### src/sv/sha1_pkg.sv
// sha1_pkg: shared types and constants of the SHA-1 engine.
// Used by all modules of sha1_hash_engine_core; no dependencies.
package sha1_pkg;

  typedef struct packed {
    logic       func;
    logic [7:0] data_byte;
  } in_item_t;

  typedef struct packed {
    logic [31:0] digest_word;
    logic [2:0]  word_index;
    logic        last_word;
  } out_item_t;

  typedef enum logic [2:0] {
    ST_IDLE, ST_COMP, ST_PAD, ST_EMIT
  } state_e;

  typedef enum logic [1:0] {
    BSEL_DATA, BSEL_PAD80, BSEL_ZERO, BSEL_LEN
  } byte_sel_e;

  // controller -> datapath
  typedef struct packed {
    logic      wr_byte;
    byte_sel_e bsel;
    logic      snap_len;
    logic      comp_start;
    logic      comp_step;
    logic      comp_done;
    logic      reinit;
  } dp_cmd_t;

  // datapath -> controller
  typedef struct packed {
    logic [5:0] pos;
    logic       round_last;
  } dp_stat_t;

  localparam logic [31:0] K0 = 32'h5A827999;
  localparam logic [31:0] K1 = 32'h6ED9EBA1;
  localparam logic [31:0] K2 = 32'h8F1BBCDC;
  localparam logic [31:0] K3 = 32'hCA62C1D6;
  localparam logic [159:0] IV = {32'h67452301, 32'hEFCDAB89, 32'h98BADCFE,
                                 32'h10325476, 32'hC3D2E1F0};
  localparam logic [5:0] LEN_POS = 6'd56;
  localparam logic [2:0] LAST_IDX = 3'd4;

endpackage

### src/sv/sha1_hash_engine_core.sv
// sha1_hash_engine_core: top level of the SHA-1 engine.
// Instantiates sha1_ctrl and sha1_datapath; uses sha1_pkg.
//
// Absorb transactions are accepted one per cycle while idle; the byte completing a
// 64-byte block is followed by compression (one round per cycle), during which
// no input is accepted. A finish transaction writes the padding bytes at
// one per cycle, runs one or two compressions, then presents the five
// digest words, index 0 first, and returns to the initial state after word 4.
module sha1_hash_engine_core (
  input  logic                clk_i,
  input  logic                rst_ni,
  input  logic                in_valid_i,
  output logic                in_ready_o,
  input  sha1_pkg::in_item_t  in_data_i,
  output logic                out_valid_o,
  input  logic                out_ready_i,
  output sha1_pkg::out_item_t out_data_o
);

  sha1_pkg::dp_cmd_t  cmd;
  sha1_pkg::dp_stat_t stat;
  logic [2:0]         idx;
  logic [31:0]        dig;

  sha1_ctrl u_ctrl (
    .clk_i, .rst_ni, .in_valid_i, .in_ready_o,
    .func_i(in_data_i.func), .out_valid_o, .out_ready_i,
    .idx_o(idx), .stat_i(stat), .cmd_o(cmd)
  );

  sha1_datapath u_dp (
    .clk_i, .rst_ni, .cmd_i(cmd), .data_byte_i(in_data_i.data_byte),
    .rd_idx_i(idx), .stat_o(stat), .digest_o(dig)
  );

  assign out_data_o.digest_word = dig;
  assign out_data_o.word_index  = idx;
  assign out_data_o.last_word   = (idx == sha1_pkg::LAST_IDX);

endmodule

### src/sv/sha1_datapath.sv
// sha1_datapath: block buffer as 16 words, bit counter, chaining words and
// a one-round-per-cycle compression unit. Depends on sha1_pkg.
module sha1_datapath (
  input  logic              clk_i,
  input  logic              rst_ni,
  input  sha1_pkg::dp_cmd_t cmd_i,
  input  logic [7:0]        data_byte_i,
  input  logic [2:0]        rd_idx_i,
  output sha1_pkg::dp_stat_t stat_o,
  output logic [31:0]       digest_o
);

  logic [63:0]  cnt_q, cnt_d;
  logic [63:0]  len_q;
  logic [159:0] h_q, h_d;
  logic [31:0]  w_q [16];
  logic [31:0]  a_q, b_q, c_q, d_q, e_q;
  logic [6:0]   rnd_q;
  logic [7:0]   byte_v;
  logic [5:0]   pos;
  logic [31:0]  wnew, m, f, k, t;

  assign pos = cnt_q[8:3];

  always_comb begin
    case (cmd_i.bsel)
      sha1_pkg::BSEL_DATA:  byte_v = data_byte_i;
      sha1_pkg::BSEL_PAD80: byte_v = 8'h80;
      sha1_pkg::BSEL_ZERO:  byte_v = 8'h00;
      sha1_pkg::BSEL_LEN:   byte_v = len_q[8'd63 - {2'd0, pos[2:0], 3'd0} -: 8];
      default:              byte_v = 8'h00;
    endcase
  end

  // schedule: w_q[0] is the word of rounds 0-15; window shifts each round
  assign wnew = (rnd_q < 7'd16) ? w_q[0] :
                {w_q[13][30:0] ^ w_q[8][30:0] ^ w_q[2][30:0] ^ w_q[0][30:0],
                 w_q[13][31] ^ w_q[8][31] ^ w_q[2][31] ^ w_q[0][31]};
  assign m = wnew;

  always_comb begin
    if (rnd_q < 7'd20) begin
      f = (b_q & c_q) | (~b_q & d_q); k = sha1_pkg::K0;
    end else if (rnd_q < 7'd40) begin
      f = b_q ^ c_q ^ d_q; k = sha1_pkg::K1;
    end else if (rnd_q < 7'd60) begin
      f = (b_q & c_q) | (b_q & d_q) | (c_q & d_q); k = sha1_pkg::K2;
    end else begin
      f = b_q ^ c_q ^ d_q; k = sha1_pkg::K3;
    end
  end
  assign t = {a_q[26:0], a_q[31:27]} + f + e_q + k + m;

  always_comb begin
    cnt_d = cnt_q;
    if (cmd_i.wr_byte) cnt_d = cnt_q + 64'd8;
    if (cmd_i.reinit) cnt_d = '0;
  end

  // comp_done comes with the last round, so fold in that round's result
  always_comb begin
    h_d = h_q;
    if (cmd_i.comp_done)
      h_d = {h_q[159:128] + t, h_q[127:96] + a_q,
             h_q[95:64] + {b_q[1:0], b_q[31:2]},
             h_q[63:32] + c_q, h_q[31:0] + d_q};
    if (cmd_i.reinit) h_d = sha1_pkg::IV;
  end

  always_ff @(posedge clk_i or negedge rst_ni) begin
    if (!rst_ni) begin
      cnt_q <= '0;
      h_q   <= sha1_pkg::IV;
      rnd_q <= '0;
    end else begin
      cnt_q <= cnt_d;
      h_q   <= h_d;
      if (cmd_i.comp_start) rnd_q <= '0;
      else if (cmd_i.comp_step) rnd_q <= rnd_q + 7'd1;
    end
  end

  always_ff @(posedge clk_i) begin
    if (cmd_i.snap_len) len_q <= cnt_q;
    if (cmd_i.wr_byte) w_q[pos[5:2]][8'd31 - {3'd0, pos[1:0], 3'd0} -: 8] <= byte_v;
    if (cmd_i.comp_start) begin
      {a_q, b_q, c_q, d_q, e_q} <= h_q;
    end else if (cmd_i.comp_step) begin
      e_q <= d_q;
      d_q <= c_q;
      c_q <= {b_q[1:0], b_q[31:2]};
      b_q <= a_q;
      a_q <= t;
      for (int i = 0; i < 15; i++) w_q[i] <= w_q[i + 1];
      w_q[15] <= wnew;
    end
  end

  assign stat_o.pos        = pos;
  assign stat_o.round_last = (rnd_q == 7'd79);
  assign digest_o = h_q[8'd159 - {rd_idx_i, 5'd0} -: 32];

endmodule

### src/sv/sha1_ctrl.sv
// sha1_ctrl: controller state machine sequencing absorb, compression,
// padding and digest output. Depends on sha1_pkg.
module sha1_ctrl (
  input  logic               clk_i,
  input  logic               rst_ni,
  input  logic               in_valid_i,
  output logic               in_ready_o,
  input  logic               func_i,
  output logic               out_valid_o,
  input  logic               out_ready_i,
  output logic [2:0]         idx_o,
  input  sha1_pkg::dp_stat_t stat_i,
  output sha1_pkg::dp_cmd_t  cmd_o
);

  sha1_pkg::state_e state_q, state_d;
  logic             fin_q, fin_d;   // compression belongs to padding
  logic [2:0]       idx_q, idx_d;
  logic             acc, pad_wr, emit_go;
  logic             pad_done_q, pad_done_d;
  logic             len_phase_q, len_phase_d;
  logic             pad80_q, pad80_d;

  assign acc = in_valid_i && in_ready_o;
  assign pad_wr = (state_q == sha1_pkg::ST_PAD);
  assign emit_go = out_valid_o && out_ready_i;

  always_comb begin
    state_d = state_q;
    fin_d   = fin_q;
    idx_d   = idx_q;
    case (state_q)
      sha1_pkg::ST_IDLE: begin
        if (acc) begin
          fin_d = func_i;
          if (func_i) state_d = sha1_pkg::ST_PAD;
          else if (stat_i.pos == 6'd63) state_d = sha1_pkg::ST_COMP;
        end
      end
      sha1_pkg::ST_COMP: begin
        if (stat_i.round_last)
          state_d = fin_q ? (pad_done_q ? sha1_pkg::ST_EMIT : sha1_pkg::ST_PAD)
                          : sha1_pkg::ST_IDLE;
      end
      sha1_pkg::ST_PAD: begin
        if (stat_i.pos == 6'd63) state_d = sha1_pkg::ST_COMP;
      end
      sha1_pkg::ST_EMIT: begin
        if (emit_go) begin
          idx_d = idx_q + 3'd1;
          if (idx_q == sha1_pkg::LAST_IDX) begin
            idx_d = '0;
            state_d = sha1_pkg::ST_IDLE;
          end
        end
      end
      default: state_d = sha1_pkg::ST_IDLE;
    endcase
  end

  // pad_done: length bytes were written in the current padding run
  always_comb begin
    pad_done_d = pad_done_q;
    if (acc) pad_done_d = 1'b0;
    if (pad_wr && stat_i.pos == 6'd63 && len_phase_q) pad_done_d = 1'b1;
  end

  // len_phase: the current padding block carries the length field
  always_comb begin
    len_phase_d = len_phase_q;
    pad80_d     = pad80_q;
    if (acc) begin
      pad80_d     = 1'b0;
      // 0x80 lands at pos; length fits if pos < 56
      len_phase_d = (stat_i.pos < sha1_pkg::LEN_POS);
    end
    if (pad_wr) pad80_d = 1'b1;
    if (state_q == sha1_pkg::ST_COMP && stat_i.round_last && fin_q) len_phase_d = 1'b1;
  end

  always_ff @(posedge clk_i or negedge rst_ni) begin
    if (!rst_ni) begin
      state_q     <= sha1_pkg::ST_IDLE;
      fin_q       <= 1'b0;
      idx_q       <= '0;
      pad_done_q  <= 1'b0;
      len_phase_q <= 1'b0;
      pad80_q     <= 1'b0;
    end else begin
      state_q     <= state_d;
      fin_q       <= fin_d;
      idx_q       <= idx_d;
      pad_done_q  <= pad_done_d;
      len_phase_q <= len_phase_d;
      pad80_q     <= pad80_d;
    end
  end

  always_comb begin
    cmd_o = '0;
    cmd_o.bsel = sha1_pkg::BSEL_DATA;
    in_ready_o  = (state_q == sha1_pkg::ST_IDLE);
    out_valid_o = (state_q == sha1_pkg::ST_EMIT);
    case (state_q)
      sha1_pkg::ST_IDLE: begin
        if (acc && !func_i) cmd_o.wr_byte = 1'b1;
        if (acc && func_i) cmd_o.snap_len = 1'b1;
        if (acc && !func_i && stat_i.pos == 6'd63) cmd_o.comp_start = 1'b1;
      end
      sha1_pkg::ST_COMP: begin
        cmd_o.comp_step = 1'b1;
        cmd_o.comp_done = stat_i.round_last;
      end
      sha1_pkg::ST_PAD: begin
        cmd_o.wr_byte = 1'b1;
        if (!pad80_q) cmd_o.bsel = sha1_pkg::BSEL_PAD80;
        else if (len_phase_q && stat_i.pos >= sha1_pkg::LEN_POS)
          cmd_o.bsel = sha1_pkg::BSEL_LEN;
        else cmd_o.bsel = sha1_pkg::BSEL_ZERO;
        if (stat_i.pos == 6'd63) cmd_o.comp_start = 1'b1;
      end
      sha1_pkg::ST_EMIT: begin
        if (emit_go && idx_q == sha1_pkg::LAST_IDX) cmd_o.reinit = 1'b1;
      end
      default: ;
    endcase
  end

  assign idx_o = idx_q;

endmodule

### config.mk
export PLATFORM = sky130hd
export DESIGN_NAME = sha1_hash_engine_core
export DESIGN_NICKNAME = d
export VERILOG_FILES = /design/src/sv/sha1_pkg.sv /design/src/sv/sha1_hash_engine_core.sv /design/src/sv/sha1_datapath.sv /design/src/sv/sha1_ctrl.sv
export SDC_FILE = /design/constraint.sdc
export NUM_CORES = 2
export LEC_CHECK = 0
export ABC_CLOCK_PERIOD_IN_PS = 7710
export BUFFER_PORTS_ARGS = -buffer_cell sky130_fd_sc_hd__buf_2
export CAP_MARGIN = 15
export CORE_MARGIN = 4
export CORE_UTILIZATION = 30
export CTS_CLUSTER_DIAMETER = 100
export DETAILED_ROUTE_END_ITERATION = 6
export GPL_ROUTABILITY_DRIVEN = 0
export HOLD_SLACK_MARGIN = 0.03
export SYNTH_ARGS = -nofsm -noshare
export SYNTH_HDL_FRONTEND = slang
export SYNTH_SLANG_ARGS = --single-unit
### constraint.sdc
create_clock -name clk_i -period 7.71 [get_ports clk_i]
set_clock_uncertainty 0.15 [all_clocks]
set_input_delay 1.1565 -clock clk_i [delete_from_list [all_inputs] [get_ports clk_i]]
set_output_delay 1.1565 -clock clk_i [all_outputs]
set_load 0.02 [all_outputs]
==> reports/metrics.cfg <==
[route]
dr.pass1.iters = 7
drc = 8
drt-total-wl_um = 160200
drt_iter0_drc = 3499
ant_nets = 0
vias_per_cell = 5.232
via_count = 39244
wl_per_cell_um = 21.36

[synth]
synth_flop_cell = edfxtp_1
postSynth.asyncResetShare = 0.2451
yosysSeqAreaShare = 0.5140
synth_cells = 4960
synth-seq-cells = 971
synth_edf_count = 733
yosysWarnings = 0
syn-mean-instance-area_um2 = 11.01
syn-num-nets = 5327
synthDistinctLibCells = 95
syn_area_um2 = 54610

[grt]
first_global_vias = 38287
antenna_found_initial = 4
grtUsageTotal = 0.1662
grt_overflow = 0
grt_max_degree = 253
grt_pass1_wl_um = 241000

[status]
violations = DRC
status = complete, but fails checks

[clock_tree]
root_buffer = clkbuf_16
clkSinkCount = 971
clock_latency_ns = 0.74
tritoncts = done
cts_buffer_depth = 3
numCtsBuffers = 109
postCtsHoldBufs = 0
h-tree-depth = 3
clkTransAtPathRegs_ns = 0.06

[finish]
final_util = 0.3431
drive_gt1_frac = 0.1101
final_nets = 5404
area_growth_pct = 13.67

[sta]
timing.slew.headroom = 0.2048
setup_viol = 0
rsz0062_at_grt = false
tightestPinTransition_ns = 1.180
hold_viol = 0
drv_slew = 0
period_minus_slack_ns = 7.549
post-route-period-util = 0.9791
hold_slack_ns = 0.3118
fmax_mhz = 132.5

[setup_path]
slowest_stage = o21ai_0
crit_family = compound AO/OA/AOI/OAI gates
arrival_ns = 8.00
critPathKind = register to register
cp_common_cell = a21o_1
start_kind = register
end_kind = register
path_max_fanout = 20
slowest_delay_ns = 0.67
required_ns = 8.16
path_buf_inv = 1

[pwr]
seq_power_share = 0.345
combPwrFrac = 0.348
power_switching_mw = 5.847
power.total_mw = 17.49
vdd_ir_drop_max_mv = 0.1746
p_int_mw = 11.64
p_sw_frac = 0.3343
pwr-share-clk = 0.307
p_per_area_nw_per_um2 = 281.8
p_leak_nw = 27.79

[job]
drv_cap = 0

[floorplan]
rows = 156
io_pins = 51
dieWidth_um = 434.6
start_util = 0.3018
dieArea_um2 = 188900
die_h_um = 434.6
coreArea_um2 = 180900

[placed_design]
hpwl_um = 112600
port_buffers = 50

[min_path]
min_path_type = primary input to asynchronous set/reset pin

[cell usage after synthesis (10+ instances only)]
| cell | n | area, µm² |
|---|---|---|
| inv_1 | 234 | 878.3 |
| nor2b_1 | 38 | 237.7 |
| xnor2_1 | 202 | 1769 |
| or3_1 | 16 | 100.1 |
| nand3_1 | 120 | 600.6 |
| nand4_1 | 28 | 175.2 |
| buf_1 | 13 | 48.80 |
| mux4_2 | 14 | 315.3 |
| nor2_1 | 294 | 1104 |
| and4_1 | 11 | 96.34 |
| mux2_2 | 16 | 180.2 |
| a21o_1 | 590 | 4429 |
| o21a_1 | 24 | 180.2 |
| dfstp_2 | 80 | 2102 |
| o221ai_1 | 18 | 157.7 |
| mux2i_1 | 74 | 740.7 |
| dfrtp_1 | 158 | 3954 |
| nand2b_1 | 28 | 175.2 |
| a21oi_1 | 254 | 1271 |
| nand2_1 | 545 | 2046 |
| o21bai_1 | 26 | 195.2 |
| a211oi_1 | 15 | 112.6 |
| clkbuf_1 | 232 | 870.8 |
| and3_1 | 28 | 175.2 |
| o21ai_1 | 22 | 110.1 |
| a31oi_1 | 21 | 131.4 |
| o32ai_1 | 15 | 131.4 |
| o211ai_1 | 10 | 75.07 |
| fa_1 | 124 | 2482 |
| ha_1 | 230 | 2878 |
| edfxtp_1 | 733 | 22010 |
| nor3_1 | 86 | 430.4 |
| o21ai_0 | 314 | 1572 |
| o22ai_1 | 52 | 325.3 |
| xor2_1 | 114 | 998.5 |
| o31ai_1 | 20 | 150.1 |
[repair_timing]
item	in CTS	in global routing
pin swaps	2	11
gates resized for setup	2	26
buffers inserted	2	9
endpoints found under the setup margin	3	9
[sequential cells by signal, indices dropped and copies added, names as in the netlist, 3 cells and up]
signal / cells
u_dp.b_q: 32
u_dp.cnt_q: 61
u_ctrl.state_q: 3
u_dp.c_q: 32
u_dp.e_q: 32
u_dp.rnd_q: 7
u_dp.d_q: 32
u_dp.len_q: 61
u_dp.h_q: 160
u_ctrl.idx_o: 3
u_dp.w_q: 512
u_dp.a_q: 32
[power groups by stage]
stage                     logic (mW)  clock network [mW]  registers, mW
after floorplan                 4.40                   0           6.09
after global placement          5.82                   0           6.14
after detailed placement        5.88                   0           6.14
after CTS                       5.96                5.46           6.04
after global routing            6.73                5.69           6.04
final                           6.09                5.36           6.04
[placed cells by master, fill, tap and decap left out, types with 110 or more instances in the layout]
cell,instances
edfxtp_1,733
a21o_1,590
nand2_1,543
o21ai_0,302
nor2_1,288
a21oi_1,253
inv_1,234
ha_1,228
xnor2_1,201
buf_4,163
dfrtp_1,154
fa_1,123
nand3_1,118
xor2_1,114
clkbuf_16,110
[stage by stage]
step / cells / instance area (µm²) / setup WS, ns / setup TNS, ns
floorplan: 4960 / 54610 / 0.4104 / 0
global placement: 7281 / 58190 / 0.009659 / 0
detailed placement: 7281 / 58190 / -0.1482 / -0.3638
CTS: 7487 / 61880 / 0.02935 / 0
global route: 7501 / 62070 / 0.003978 / 0
finish: 7501 / 62070 / 0.1612 / 0
[area by class of cell]
type	count	area (µm²)
Multi-Input combinational cell	3494	24830
Tap cell	2370	2965
Clock inverter	59	676.9
Sequential cell	971	28070
Clock buffer	145	2984
Antenna cell	1	2.502
Inverter	236	888.4
Fill cell	17729	118900
Timing Repair Buffer	225	1653
[worst register-to-register path, delay by kind of cell, from the launching register on]
| family | cells | cell delay [ns] |
|---|---|---|
| flops | 1 | 0.58 |
| compound gates | 12 | 2.97 |
| buf+inv | 1 | 0.17 |
| simple gates | 5 | 1.16 |
| xor+xnor | 2 | 0.35 |
| fa+ha+maj | 5 | 2.06 |
[final timing paths]
path	end	cells past startpoint	slack, ns	startpoint
setup / recovery	u_dp.h_q[155]$_DFFE_PN0P_	25	0.16	u_dp.rnd_q[6]$_DFFE_PN0P_
hold / removal	u_dp.h_q[156]$_DFFE_PN0P_	1	0.31	rst_ni
setup reg to reg	u_dp.h_q[155]$_DFFE_PN0P_	25	0.16	u_dp.rnd_q[6]$_DFFE_PN0P_
hold reg to reg	u_dp.len_q[63]$_DFFE_PP_	0	0.33	u_dp.cnt_q[63]$_DFFE_PN0P_
max in group asynchronous	u_ctrl.idx_o[0]$_DFFE_PN0P_	2	5.74	rst_ni
min in group clk_i	u_dp.len_q[63]$_DFFE_PP_	0	0.33	u_dp.cnt_q[63]$_DFFE_PN0P_
[routing by layer]
metal  track usage  wire (µm)
met1        0.2216      67870
met2        0.2687      74470
met3       0.02585      10740
met4       0.07124       7151
met5             0          0
[logic make-up (layout without fill, tap and decap cells)]
group,count (synthesis),in the layout,synth area share
simple gates,1243,1243,0.1014
xor+xnor,316,316,0.05068
fa+ha+maj,354,354,0.09816
other cells,1,2,0.00006867
mux,104,104,0.02264
buf+inv,495,665,0.03471
flops,971,971,0.5140
compound gates,1476,1476,0.1784
(Power assumes the default switching activity.)
